[config.mk]
export PLATFORM = sky130hd
export DESIGN_NAME = hfsc_div
export DESIGN_NICKNAME = d
export VERILOG_FILES = /design/src/hfsc_pkg.sv /design/src/hfsc_div.sv
export SDC_FILE = /design/constraint.sdc
export NUM_CORES = 1
export LEC_CHECK = 0
export ABC_CLOCK_PERIOD_IN_PS = 6900
export BUFFER_PORTS_ARGS = -buffer_cell sky130_fd_sc_hd__buf_2
export CAP_MARGIN = 20
export CORE_MARGIN = 2
export CORE_UTILIZATION = 63
export CTS_BUF_LIST = sky130_fd_sc_hd__clkbuf_16
export DETAILED_ROUTE_END_ITERATION = 6
export HOLD_SLACK_MARGIN = 0.05
export PLACE_DENSITY = 0.86
export REMOVE_ABC_BUFFERS = 1
export SLEW_MARGIN = 20
export SYNTH_ARGS = -nofsm -noshare
export SYNTH_HDL_FRONTEND = slang
export SYNTH_SLANG_ARGS = --single-unit
[constraint.sdc]
create_clock -name clk -period 6.9 [get_ports clk]
set_clock_uncertainty 0.15 [all_clocks]
set_input_delay 0.69 -clock clk [delete_from_list [all_inputs] [get_ports clk]]
set_output_delay 0.69 -clock clk [all_outputs]
set_load 0.03 [all_outputs]
[src/hfsc_pkg.sv]
// ----------------------------------------------------------------------------
// hfsc_pkg
// Shared types, widths and constants of the heatsink fan speed curve block.
// ----------------------------------------------------------------------------
package hfsc_pkg;

  // field and datapath widths
  localparam int TEMP_W  = 16;
  localparam int SPEED_W = 7;
  localparam int CNT_W   = 32;
  localparam int ECO_W   = 16;
  localparam int TMO_W   = 20;
  localparam int MUL_W   = 26;
  localparam int NUM_W   = 24;
  localparam int DEN_W   = 17;
  localparam int DSH_W   = DEN_W + SPEED_W - 1;
  localparam int CFG_IDX_W  = 3;
  localparam int CFG_DATA_W = 20;

  // speed and counter constants
  localparam logic [SPEED_W-1:0] SPEED_FULL = 7'd100;
  localparam logic [SPEED_W-1:0] SPEED_STOP = 7'd0;
  localparam logic [CNT_W-1:0]   CNT_MAX    = 32'hFFFF_FFFF;
  localparam logic [9:0]         MS_PER_S   = 10'd1000;

  // register indexes
  localparam logic [CFG_IDX_W-1:0] REG_CTRL_EN     = 3'd0;
  localparam logic [CFG_IDX_W-1:0] REG_ECO_ENABLE  = 3'd1;
  localparam logic [CFG_IDX_W-1:0] REG_MIN_SPEED   = 3'd2;
  localparam logic [CFG_IDX_W-1:0] REG_TEMP_LOW    = 3'd3;
  localparam logic [CFG_IDX_W-1:0] REG_TEMP_HIGH   = 3'd4;
  localparam logic [CFG_IDX_W-1:0] REG_ECO_SECONDS = 3'd5;
  localparam logic [CFG_IDX_W-1:0] REG_TIMEOUT_MS  = 3'd6;

  // configuration register file contents
  typedef struct packed {
    logic                     ctrl_en;
    logic                     eco_mode_enable;
    logic [SPEED_W-1:0]       min_fan_speed;
    logic signed [TEMP_W-1:0] temp_low;
    logic signed [TEMP_W-1:0] temp_high;
    logic [ECO_W-1:0]         eco_cooling_seconds;
    logic [TMO_W-1:0]         sensor_timeout_ms;
  } cfg_t;

  // divider status
  typedef struct packed {
    logic busy;
    logic done;
  } div_stat_t;

endpackage

[src/hfsc_div.sv]
// ----------------------------------------------------------------------------
// hfsc_div
// Restoring divider: one shared compare-subtract per cycle, seven quotient
// bits, quotient known to stay below 128.
// ----------------------------------------------------------------------------
module hfsc_div
  import hfsc_pkg::*;
(
  input  logic               clk,
  input  logic               rst,
  input  logic               start,
  input  logic [NUM_W-1:0]   num,
  input  logic [DEN_W-1:0]   den,
  output logic [SPEED_W-1:0] quot,
  output div_stat_t          stat
);

  logic [NUM_W-1:0] rem;
  logic [DSH_W-1:0] dsh;
  logic [2:0]       cnt;
  logic             fits;

  // shared compare for the current quotient bit
  assign fits = rem >= NUM_W'(dsh);

  always_ff @(posedge clk) begin
    if (rst) begin
      stat.busy <= 1'b0;
      stat.done <= 1'b0;
      cnt       <= '0;
    end else if (start) begin
      stat.busy <= 1'b1;
      stat.done <= 1'b0;
      cnt       <= 3'(SPEED_W - 1);
    end else if (stat.busy) begin
      if (cnt == '0) begin
        stat.busy <= 1'b0;
        stat.done <= 1'b1;
      end else begin
        stat.done <= 1'b0;
        cnt       <= cnt - 3'd1;
      end
    end else begin
      stat.done <= 1'b0;
    end
  end

  // remainder, shifted divisor and quotient
  always_ff @(posedge clk) begin
    if (start) begin
      rem  <= num;
      dsh  <= {den, {(SPEED_W-1){1'b0}}};
      quot <= '0;
    end else if (stat.busy) begin
      if (fits) begin
        rem <= rem - NUM_W'(dsh);
      end
      dsh  <= dsh >> 1;
      quot <= {quot[SPEED_W-2:0], fits};
    end
  end

endmodule

==> results.md <==
- CTS root buf: clkbuf_16
- Maximum clock frequency: 0.3205 GHz
- Wire length per cell: 16.11 µm
- Hold crit path type: register to register
- Critical path class: register to register
- Chip height: 82.04 µm
- PD cells: 322.4 mW/mm²
- CP dominant cell by count: inv_1
- CP max stage delay: 430 ps
- R2R Path End: rem[16]
- GRT overflow: 0
- Hold Path Sink: quot[4]
- Reg2reg start: rem[0]
- Die Wd: 82.04 µm
- Synth top area share: 0.3209
- Die area: 0.006730 mm²
- Reg area: 0.001592 mm²
- Critical path buffer and inverter count: 2
- Number of routed nets with antenna violations: 0
- Synth unique cells: 50
- TNS Setup: 0 ps
- Initial antenna violation count: 0
- Top_reg_cell synth: edfxtp_1
- Critical Path RT: 6670 ps
- CP max FO: 24
- # Max-Cap Violations: 0
- Fillers: 430
- TritonCTS buffer count: 9
- Port Buffer Count: 52
- Nets: 541
- Area of the multi-input gates: 0.002041 mm²
- Area leader, netlist: edfxtp_1
- Final hold viol count: 0
- Met1 Wirelength: 4075 µm
- RSZ-0062 raised after global routing: false
- Final setup fails: 0
- Post-layout util: 0.7447
- Largest net degree at the start of global routing: 49
- VDD IR-drop max: 0.2027 mV
- Crit path max-delay family: compound AO/OA/AOI/OAI gates
- Core area: 0.005886 mm²
- Total GRT Usage: 0.2846
- Vias: 3294
- Routed wire length: 8877 µm
- Cells after Synth: 429
- Post-route DRC: 0
- First-pass GRT wire length: 14420 µm
- Hold Startpoint: quot[3]
- Vias in the first global route: 3099
- Post-CTS setup buffers: 0
- Routability cong.: 0.9275
- Hold path depth: 2
- Post-CTS Resized: 0
- Vias/cell: 5.978
- Wire length on met2: 4056 µm
- Clock latency at the later pin of the worst-skew pair: 330 ps
- WL met3: 536 µm
- Max clock buf depth: 2
- FF-to-FF setup slack: 3780 ps
- Most common cell after layout, fill and taps aside: nand2_1
- CTS clk-pin slew, worst paths: 50 ps
- Top Metal Used: met4
- Max_slew headroom: 0.5297
- Largest cells by area after synthesis: edfxtp_1 (32%), dfxtp_1 (9.4%), ha_1 (8.2%)
- YS warnings: 0
- Num ports: 53
- Worst r2r path cells: 10
- H-tree levels: 3
- Sink Count: 59
- Pleak: 1.832 nW
- CTS tree: done
- Syn-to-layout area delta: 14.25%
- Seq/Total Area, Yosys: 0.4149
- Detail Placement HPWL: 6422 µm
- Most frequent cells in the layout: nand2_1 (56), buf_2 (52), edfxtp_1 (41), nor2_1 (38), o21ai_0 (37)
- Synth async-reset ratio: 0
- Slew Limit Fails: 0
- Minimum clock period: 3121 ps
- Outcome: finished, final reports clean
- CP Launch Type: register
- Slew @ Worst Pin: 704.7 ps
- Cts hold-fix bufs: 0
- Synthesized flop and latch total: 59
- DR pass1 iterations: 5
- Syn avg cell area: 8.942 µm²
- Critical-path cell list: inv_1 -> ha_1 -> inv_1 -> fa_1 -> a21o_1 -> a221o_2 -> a21oi_1 -> o21ai_0 -> a22oi_1 -> nand2_2
- Post-synth EDFFs: 41
- Slowest stage cell, crit path: nand2_2
- DRC violation total after the first TritonRoute iteration: 237
- Row count: 28
- Antenna Cells: 0
- Fraction of layout cells with a size suffix above 1: 0.1681
- Critical Path Sink Type: register
- Initial core utilization: 0.6518
- Mapped Area: 0.003836 mm²
- Final Cycle Share: 0.4523
- Arr. time, crit path: 2890 ps
## where the power goes
part | leakage (nW) | internal [W] | total [W] | switching, W
Sequential | 0.564 | 0.000448 | 0.000472 | 0.0000241
Combinational | 1.14 | 0.000212 | 0.000546 | 0.000334
Clock | 0.127 | 0.000237 | 0.000395 | 0.000158
## state kept, by name, summed over array words and instances, names as in the netlist
| signal | cells |
|---|---|
| dsh | 23 |
| quot | 7 |
| cnt | 3 |
| rem | 24 |
| stat | 2 |
## cell families after synthesis
logic type | after synthesis | share of synthesized area
muxes | 15 | 0.03946
AOI/OAI and AO/OA | 122 | 0.2172
and+or+nand+nor | 140 | 0.1605
DFF | 59 | 0.4149
xor gates and xnor gates | 12 | 0.02740
buffers and inverters | 55 | 0.05382
adders and majority gates | 26 | 0.08676
## cell usage after synthesis (all sizes together), types with 5 or more instances
library cell  count
xnor2             8
buf               7
and3              7
clkbuf           16
edfxtp           41
inv              32
ha               25
nor3              8
a22o              8
o21a              5
nor2             38
dfxtp            18
or2               5
o21ai            41
nand3            10
nand2            57
a31oi             5
a21o              5
mux2i            14
a21oi            21
## worst max-delay path by stage
| stage | startpoint | end | slack [ps] | cells past startpoint |
|---|---|---|---|---|
| after CTS | rem[0] | rem[16] | 3410 | 10 |
| after global placement | rem[0] | rem[22] | 3530 | 10 |
| after global routing | rem[0] | rem[16] | 3570 | 10 |
| after floorplan | rem[0] | rem[0] | 3920 | 10 |
| after detailed placement | rem[0] | rem[4] | 3420 | 10 |
| final | rem[0] | rem[16] | 3780 | 10 |
## routing by layer
layer	vias to the layer above	track usage
li1	1625	-
met1	1522	0.3848
met2	121	0.4423
met3	26	0.05934
met4	0	0.1200
met5	-	0
## worst reg2reg max path, stage by stage, from the launching register on
cell	delay, ps
edfxtp_1	350
inv_1	60
ha_1	170
inv_1	60
fa_1	410
a21o_1	190
a221o_2	410
a21oi_1	150
o21ai_0	80
a22oi_1	230
nand2_2	430
## area by class of cell
cell class / instances / area share
Clock inverter: 7 / 0.008279
Sequential cell: 59 / 0.3631
Clock buffer: 9 / 0.05138
Inverter: 32 / 0.02741
Multi-Input combinational cell: 315 / 0.4656
Tap cell: 75 / 0.02141
Timing Repair Buffer: 54 / 0.06280
## metrics by stage
step	instances	instance area [µm²]	hold slack (ps)	setup WS [ps]	total power, W
final	551	4383	366.5	3779	0.001413
after floorplan	406	3750	314.7	3925	0.0008772
after CTS	551	4380	373.3	3412	0.001403
after detailed placement	535	4119	355.5	3419	0.001007
after global routing	551	4383	401.3	3572	0.001492
after global placement	535	4119	324.7	3533	0.0009895
Note: power is estimated with default switching activity, not from simulation.
