### src/hfsc_pkg.sv
// ----------------------------------------------------------------------------
// hfsc_pkg
// Shared types, widths and constants of the heatsink fan speed curve block.
// ----------------------------------------------------------------------------
package hfsc_pkg;

  // field and datapath widths
  localparam int TEMP_W  = 16;
  localparam int SPEED_W = 7;
  localparam int CNT_W   = 32;
  localparam int ECO_W   = 16;
  localparam int TMO_W   = 20;
  localparam int MUL_W   = 26;
  localparam int NUM_W   = 24;
  localparam int DEN_W   = 17;
  localparam int DSH_W   = DEN_W + SPEED_W - 1;
  localparam int CFG_IDX_W  = 3;
  localparam int CFG_DATA_W = 20;

  // speed and counter constants
  localparam logic [SPEED_W-1:0] SPEED_FULL = 7'd100;
  localparam logic [SPEED_W-1:0] SPEED_STOP = 7'd0;
  localparam logic [CNT_W-1:0]   CNT_MAX    = 32'hFFFF_FFFF;
  localparam logic [9:0]         MS_PER_S   = 10'd1000;

  // register indexes
  localparam logic [CFG_IDX_W-1:0] REG_CTRL_EN     = 3'd0;
  localparam logic [CFG_IDX_W-1:0] REG_ECO_ENABLE  = 3'd1;
  localparam logic [CFG_IDX_W-1:0] REG_MIN_SPEED   = 3'd2;
  localparam logic [CFG_IDX_W-1:0] REG_TEMP_LOW    = 3'd3;
  localparam logic [CFG_IDX_W-1:0] REG_TEMP_HIGH   = 3'd4;
  localparam logic [CFG_IDX_W-1:0] REG_ECO_SECONDS = 3'd5;
  localparam logic [CFG_IDX_W-1:0] REG_TIMEOUT_MS  = 3'd6;

  // configuration register file contents
  typedef struct packed {
    logic                     ctrl_en;
    logic                     eco_mode_enable;
    logic [SPEED_W-1:0]       min_fan_speed;
    logic signed [TEMP_W-1:0] temp_low;
    logic signed [TEMP_W-1:0] temp_high;
    logic [ECO_W-1:0]         eco_cooling_seconds;
    logic [TMO_W-1:0]         sensor_timeout_ms;
  } cfg_t;

  // divider status
  typedef struct packed {
    logic busy;
    logic done;
  } div_stat_t;

endpackage

### src/hfsc_cfg.sv
// ----------------------------------------------------------------------------
// hfsc_cfg
// Configuration register file, written through a plain write port.
// ----------------------------------------------------------------------------
module hfsc_cfg
  import hfsc_pkg::*;
(
  input  logic                  clk,
  input  logic                  rst,
  input  logic                  cfg_we,
  input  logic [CFG_IDX_W-1:0]  cfg_index,
  input  logic [CFG_DATA_W-1:0] cfg_data,
  output cfg_t                  cfg
);

  // register writes, unknown indexes dropped
  always_ff @(posedge clk) begin
    if (rst) begin
      cfg.ctrl_en             <= 1'b0;
      cfg.eco_mode_enable     <= 1'b0;
      cfg.min_fan_speed       <= '0;
      cfg.temp_low            <= 16'sd7680;
      cfg.temp_high           <= 16'sd15360;
      cfg.eco_cooling_seconds <= '0;
      cfg.sensor_timeout_ms   <= 20'd1000;
    end else if (cfg_we) begin
      unique case (cfg_index)
        REG_CTRL_EN:     cfg.ctrl_en             <= cfg_data[0];
        REG_ECO_ENABLE:  cfg.eco_mode_enable     <= cfg_data[0];
        REG_MIN_SPEED:   cfg.min_fan_speed       <= cfg_data[SPEED_W-1:0];
        REG_TEMP_LOW:    cfg.temp_low            <= cfg_data[TEMP_W-1:0];
        REG_TEMP_HIGH:   cfg.temp_high           <= cfg_data[TEMP_W-1:0];
        REG_ECO_SECONDS: cfg.eco_cooling_seconds <= cfg_data[ECO_W-1:0];
        REG_TIMEOUT_MS:  cfg.sensor_timeout_ms   <= cfg_data[TMO_W-1:0];
        default: begin
        end
      endcase
    end
  end

endmodule

### config.mk
export PLATFORM = sky130hd
export DESIGN_NAME = hfsc_cfg
export DESIGN_NICKNAME = d
export VERILOG_FILES = /design/src/hfsc_pkg.sv /design/src/hfsc_cfg.sv
export SDC_FILE = /design/constraint.sdc
export NUM_CORES = 1
export LEC_CHECK = 0
export BUFFER_PORTS_ARGS = -buffer_cell sky130_fd_sc_hd__buf_2
export CORE_MARGIN = 1
export CORE_UTILIZATION = 45
export CTS_CLUSTER_DIAMETER = 100
export CTS_CLUSTER_SIZE = 24
export DETAILED_ROUTE_END_ITERATION = 16
export GPL_TIMING_DRIVEN = 0
export PLACE_DENSITY = 0.86
export SYNTH_ARGS = -nofsm -noshare
export SYNTH_HDL_FRONTEND = slang
export SYNTH_SLANG_ARGS = --single-unit
### constraint.sdc
create_clock -name clk -period 1 [get_ports clk]
set_input_delay 0.2 -clock clk [delete_from_list [all_inputs] [get_ports clk]]
set_output_delay 0.2 -clock clk [all_outputs]
set_load 0.05 [all_outputs]
==> flow_summary_export.csv, run 1 <==
group,metric,value,unit
outcome,status,"finished with violations",
outcome,violations,"negative setup slack",
timing,min_period,1.07,ns
grt,grt_pass1_vias,2716,
place,portBuffers,101,
power,cellPowerDensity,1270,nW/um^2
clock_network,h-tree-depth,3,
grt,grt_pass1_wl,13.7,mm
drt,ant_nets,0,
synthesis,syn_area,3220,sq um
power,p_leak,2.40,nW
timing,clock.fmax,0.932,GHz
clock_network,cts_tree,"done",
die,die_w,86.6,um
critical_path,critPathBufInv,1,
power,power_frac_seq,48.9,%
synthesis,netlist.area_leader.share,47.9,%
critical_path,critPathMaxFanout,2,
critical_path,slowest_delay,0.37,ns
power,pwr-share-comb,14.4,%
power,ir_worst_vdd,0.000891,V
critical_path,cp_data_arrival_time,0.87,ns
die,rows,30,
timing,fin_skew,0,ns
clock_network,cts.sinks,77,
timing,hold_viol_final,0,
place,pre_cts_ws,-0.240,ns
place,hpwl,5.55,mm
synthesis,synthArstFlopShare,0,%
place,place_congestion,0.753,
synthesis,yosysUniqueCellTypes,18,
timing,setup_violations,77,
grt,antenna_found_initial,0,
place,postPlaceCellArea,3850,sq um
synthesis,yosys_warnings,0,
synthesis,syn_inst,297,
layout,final_nets,473,
synthesis,synth_flop_cell,"dfxtp_1",
critical_path,cp_slowest_cell,"dfxtp_2",
layout,seq_area,1640,sq um
synthesis,synth_seq_cells,77,
synthesis,synth.avg_cell_area,10.8,sq um
critical_path,crit_chain,"buf_8",
die,core_area,6870,sq um
timing,worst_hold_slack,0.106,ns
clock_network,cts_buffers,9,
grt,globalRoute.totalOverflow,0,
layout,top_register,"cfg",
timing,worst_pin_slew,0.447,ns
synthesis,synth_edf_count,0,
layout,largest_reg_flops,77,
clock_network,cts_root_buf,"clkbuf_8",
drt,wl_per_cell,16.9,um
layout,reg.largest.list,"cfg: 77 flops",
synthesis,synth_common_cells,"nand2b_1, dfxtp_1, mux2i_1",
die,dieHeight,86.6,um
timing,finalWorstSetupSlack,-0.0727,ns
die,ios,103,
layout,drive_gt1_share,56.4,%
clock_network,cts_hold_buf,0,
power,pwr-share-clk,36.8,%
layout,num-fill-cells,446,
power,p_sw,1.77,mW
clock_network,cts.path.max_buffers,2,
synthesis,yosysMostFrequentCell,"nand2b_1",
grt,groute.usage.overall,24.4,%
timing,rsz0062_at_grt,"yes",
synthesis,synth_seq_area_share,47.9,%
clock_network,clk_latency,0.34,ns
layout,multi_input_area,1510,sq um
synthesis,yosysTopAreaCell,"dfxtp_1",
drt,vias,2689,
synthesis,synth.area.top_cells,"dfxtp_1, mux2i_1, nand2b_1",
power,p_total,6.56,mW
die,die-area,7500,sq um
layout,final_area,5180,sq um
layout,area_growth,60.8,%
critical_path,endpoint_kind,"primary output",
drt,drt_iter0_drc,71,
power,p_int,4.79,mW
timing,period_share,107,%
drt,drc,0,
critical_path,path_class,"flop to primary output",
power,sw_frac_of_total,27.0,%
timing,report.final.slew_viol_count,0,
timing,relSlewSlack,70.2,%
job,drv_cap,0,
grt,grt_max_degree,14,
drt,routed_via_density,4.91,
hold_path,hold_path.class,"input pin to flop",
critical_path,critPathLaunchType,"flop",
synthesis,synth_fp_nets,323,
die,start_util,46.9,%
critical_path,required,0.80,ns
drt,wl,9.24,mm
critical_path,crit_family,"flip-flops",
layout,diodes,0,
clock_network,clk_pin_slew,0.08,ns
drt,drt_pass1_iterations,4,
## cells in the final DEF (no fill, tap or decap)
cell type and count:
buf_4 44, and4b_1 1, clkbuf_2 1, clkinv_4 2
and4bb_2 2, and4b_2 1, dfxtp_2 76, nand4bb_1 2
clkbuf_8 10, mux2i_1 77, nand4b_1 2, buf_8 71
buf_2 32, buf_6 9, nor2_1 24, nand4b_4 1
clkinv_2 1, dfxtp_4 1, nor4b_1 1, clkinvlp_4 1
nand2b_1 83, and4b_4 1, clkbuf_1 7, bufinv_16 1
buf_12 1
## timing repair
action / CTS / global route
pin swaps: 0 / 0
resized for setup: 270 / 32
endpoints found under the setup margin: 77 / 77
setup buffers: 16 / 22
## power by group through the flow
| stage | clock (mW) | combinational [mW] | sequential, mW |
|---|---|---|---|
| after floorplan | 0 | 0.308 | 3.47 |
| after global placement | 0 | 0.742 | 3.24 |
| after detailed placement | 0 | 0.751 | 3.24 |
| after CTS | 2.42 | 0.879 | 3.20 |
| after global routing | 2.56 | 0.989 | 3.21 |
| final | 2.41 | 0.942 | 3.21 |
## area by class of cell
cell class                 count  area share (%)
buffer                        25            3.29
clock buffer                  11            2.73
clock inverter                 5            1.16
multi-input combinational    195            29.2
sequential                    77            31.7
tap                           96            2.32
timing repair buffer         139            29.6
## per-layer routing
| layer | part of all wire [%] | global-route usage, % | wire length [um] | up-vias |
|---|---|---|---|---|
| met1 | 41 | 28.8 | 3770 | 1313 |
| met4 | 1.6 | 8.48 | 149 | 0 |
| li1 | - | - | - | 1286 |
| met5 | 0 | 0 | 0 | - |
| met3 | 4.8 | 6.10 | 444 | 15 |
| met2 | 53 | 43.1 | 4880 | 75 |
## logic make-up (layout without fill, tap and decap cells)
logic type             count (synthesis)  in the layout  share of synthesized area [%]
buffers and inverters                 25            180                           5.17
flip-flops                            77             77                           47.9
multiplexers                          77             77                           23.9
AND/OR/NAND/NOR                      118            118                           23.0
## path summary, 6_finish.rpt
path / start / endpoint / slack, ns / depth (start not counted)
min reg2reg: cfg[31] / cfg[31] / 0.49 / 2
max reg2reg: cfg[8] / cfg[8] / 0.13 / 4
min: cfg_data[17] / cfg[17] / 0.11 / 3
max: cfg[69] / cfg[69] / -0.07 / 1
## stage by stage
step	instances	setup TNS [ns]	util [%]
finish	548	-3.58	75.4
global route	548	-5.45	75.4
CTS	526	-4.22	71.3
detailed placement	494	-10.80	56.0
global placement	494	-9.45	56.0
floorplan	297	-0.137	-
Power figures use the tool's default switching activity.
==> inputs of run 2 (changes only) <==
Settings changed: RECOVER_POWER from default to 50.
==> flow_summary_export.csv, run 2 (synthesis gave the netlist of run 1 again) <==
group,metric,value,unit
outcome,status,"finished with violations",
outcome,violations,"negative setup slack",
hold_path,holdPathStages,3,
layout,largest_reg_flops,77,
power,pwr-share-comb,14.3,%
timing,hold_viol_final,0,
critical_path,reg2reg_depth,4,
layout,utilization,75.2,%
timing,fin_tns_setup,-4.09,ns
hold_path,min_to,"cfg[17]",
critical_path,critPathMaxFanout,2,
power,p_int,4.79,mW
drt,ant_nets,0,
critical_path,rr_startpoint,"cfg[8]",
clock_network,cts_hold_buf,0,
power,ir_worst_vdd,0.000891,V
die,ios,103,
grt,globalRoute.totalOverflow,0,
clock_network,h-tree-depth,3,
place,dp_cells,494,
timing,worst_pin_slew,0.445,ns
layout,drive_gt1_share,56.2,%
critical_path,critPathBufInv,1,
layout,final_common_cell,"nand2b_1",
place,portBuffers,101,
drt,wl,9.22,mm
grt,groute.usage.overall,24.4,%
critical_path,crit_family,"flip-flops",
critical_path,required,0.80,ns
place,hpwl,5.55,mm
layout,final_nets,473,
timing,clock.fmax,0.920,GHz
timing,min_period,1.09,ns
drt,vias,2686,
die,start_util,46.9,%
die,rows,30,
die,die-area,7500,sq um
critical_path,crit_chain,"buf_8",
drt,wl_per_cell,16.8,um
power,cellPowerDensity,1270,nW/um^2
hold_path,hold_path.class,"input pin to flop",
timing,rsz0062_at_grt,"yes",
power,sw_frac_of_total,27.1,%
clock_network,clk_pin_slew,0.09,ns
clock_network,cts_buffers,9,
power,p_total,6.57,mW
timing,setup_violations,77,
grt,grt_pass1_wl,13.7,mm
critical_path,r2r-end,"cfg[8]",
timing,report.final.slew_viol_count,0,
critical_path,worst-r2r-setup-slack,0.13,ns
timing,period_share,109,%
power,p_sw,1.78,mW
drt,routed_via_density,4.90,
critical_path,slowest_delay,0.38,ns
clock_network,cts_root_buf,"clkbuf_8",
layout,layoutNonFillerInstCount,548,
power,p_leak,2.39,nW
timing,finalWorstSetupSlack,-0.0867,ns
drt,drc,0,
drt,drt_iter0_drc,68,
grt,grt_pass1_vias,2716,
layout,reg.largest.list,"cfg: 77 flops",
layout,diodes,0,
die,die_w,86.6,um
clock_network,clk_latency,0.35,ns
critical_path,path_class,"flop to primary output",
critical_path,critPathLaunchType,"flop",
drt,drt_pass1_iterations,4,
clock_network,cts_tree,"done",
die,core_area,6870,sq um
clock_network,cts.path.max_buffers,2,
layout,layout_common_cells,"nand2b_1, mux2i_1, dfxtp_2",
grt,grt_max_degree,14,
job,drv_cap,0,
critical_path,cp_slowest_cell,"dfxtp_2",
power,power_frac_seq,48.8,%
layout,area_growth,60.4,%
die,dieHeight,86.6,um
layout,top_register,"cfg",
power,pwr-share-clk,36.9,%
grt,antenna_found_initial,0,
timing,relSlewSlack,70.4,%
place,place_congestion,0.753,
critical_path,endpoint_kind,"primary output",
clock_network,cts.sinks,77,
hold_path,min_from,"cfg_data[17]",
timing,fin_skew,0,ns
critical_path,cp_data_arrival_time,0.89,ns
==> run 2: what timing repair did <==
action	4_1_cts	5_1_grt
buffers inserted	16	22
gates resized for setup	270	32
setup endpoints to repair	77	77
==> run 2: final cells by class <==
| class | instances | area, sq um |
|---|---|---|
| Buffer | 25 | 156 |
| Clock buffer | 11 | 141 |
| Clock inverter | 5 | 60.1 |
| Fill cell | 449 | 1700 |
| Multi-Input combinational cell | 195 | 1510 |
| Sequential cell | 77 | 1640 |
| Tap cell | 96 | 120 |
| Timing Repair Buffer | 139 | 1530 |
==> run 2: how the worst max path moves through the flow <==
stage                 start  cells after the start  slack (ns)       to
2_1_floorplan  cfg_index[0]                      4       -0.01  cfg[15]
3_3_place_gp   cfg_index[0]                      5       -0.20   cfg[9]
3_5_place_dp   cfg_index[0]                      5       -0.24   cfg[9]
4_1_cts             cfg[68]                      1       -0.08  cfg[68]
5_1_grt             cfg[36]                      1        -0.1  cfg[36]
6_report            cfg[36]                      1       -0.09  cfg[36]
==> run 2: power groups by stage <==
stage	registers (mW)	clock network, mW	logic (mW)
finish	3.21	2.43	0.937
global route	3.21	2.56	0.984
CTS	3.20	2.42	0.879
detailed placement	3.24	0	0.751
global placement	3.24	0	0.742
floorplan	3.47	0	0.308
==> run 2: per-layer routing <==
layer  share of wire, %  vias up  track usage [%]
met3                4.4       18             6.10
met4                2.0        0             8.48
li1                   -     1291                -
met2                 53       74             43.1
met1                 41     1303             28.8
met5                  0        -                0
==> run 2: through the flow <==
step / area (sq um) / worst slack [ns] / hold WS [ns]
after floorplan: 3220 / -0.0137 / 0.355
after CTS: 4900 / -0.0757 / 0.0902
after global routing: 5160 / -0.0955 / 0.111
after detailed placement: 3850 / -0.240 / 0.460
after global placement: 3850 / -0.204 / 0.455
final: 5160 / -0.0867 / 0.0996
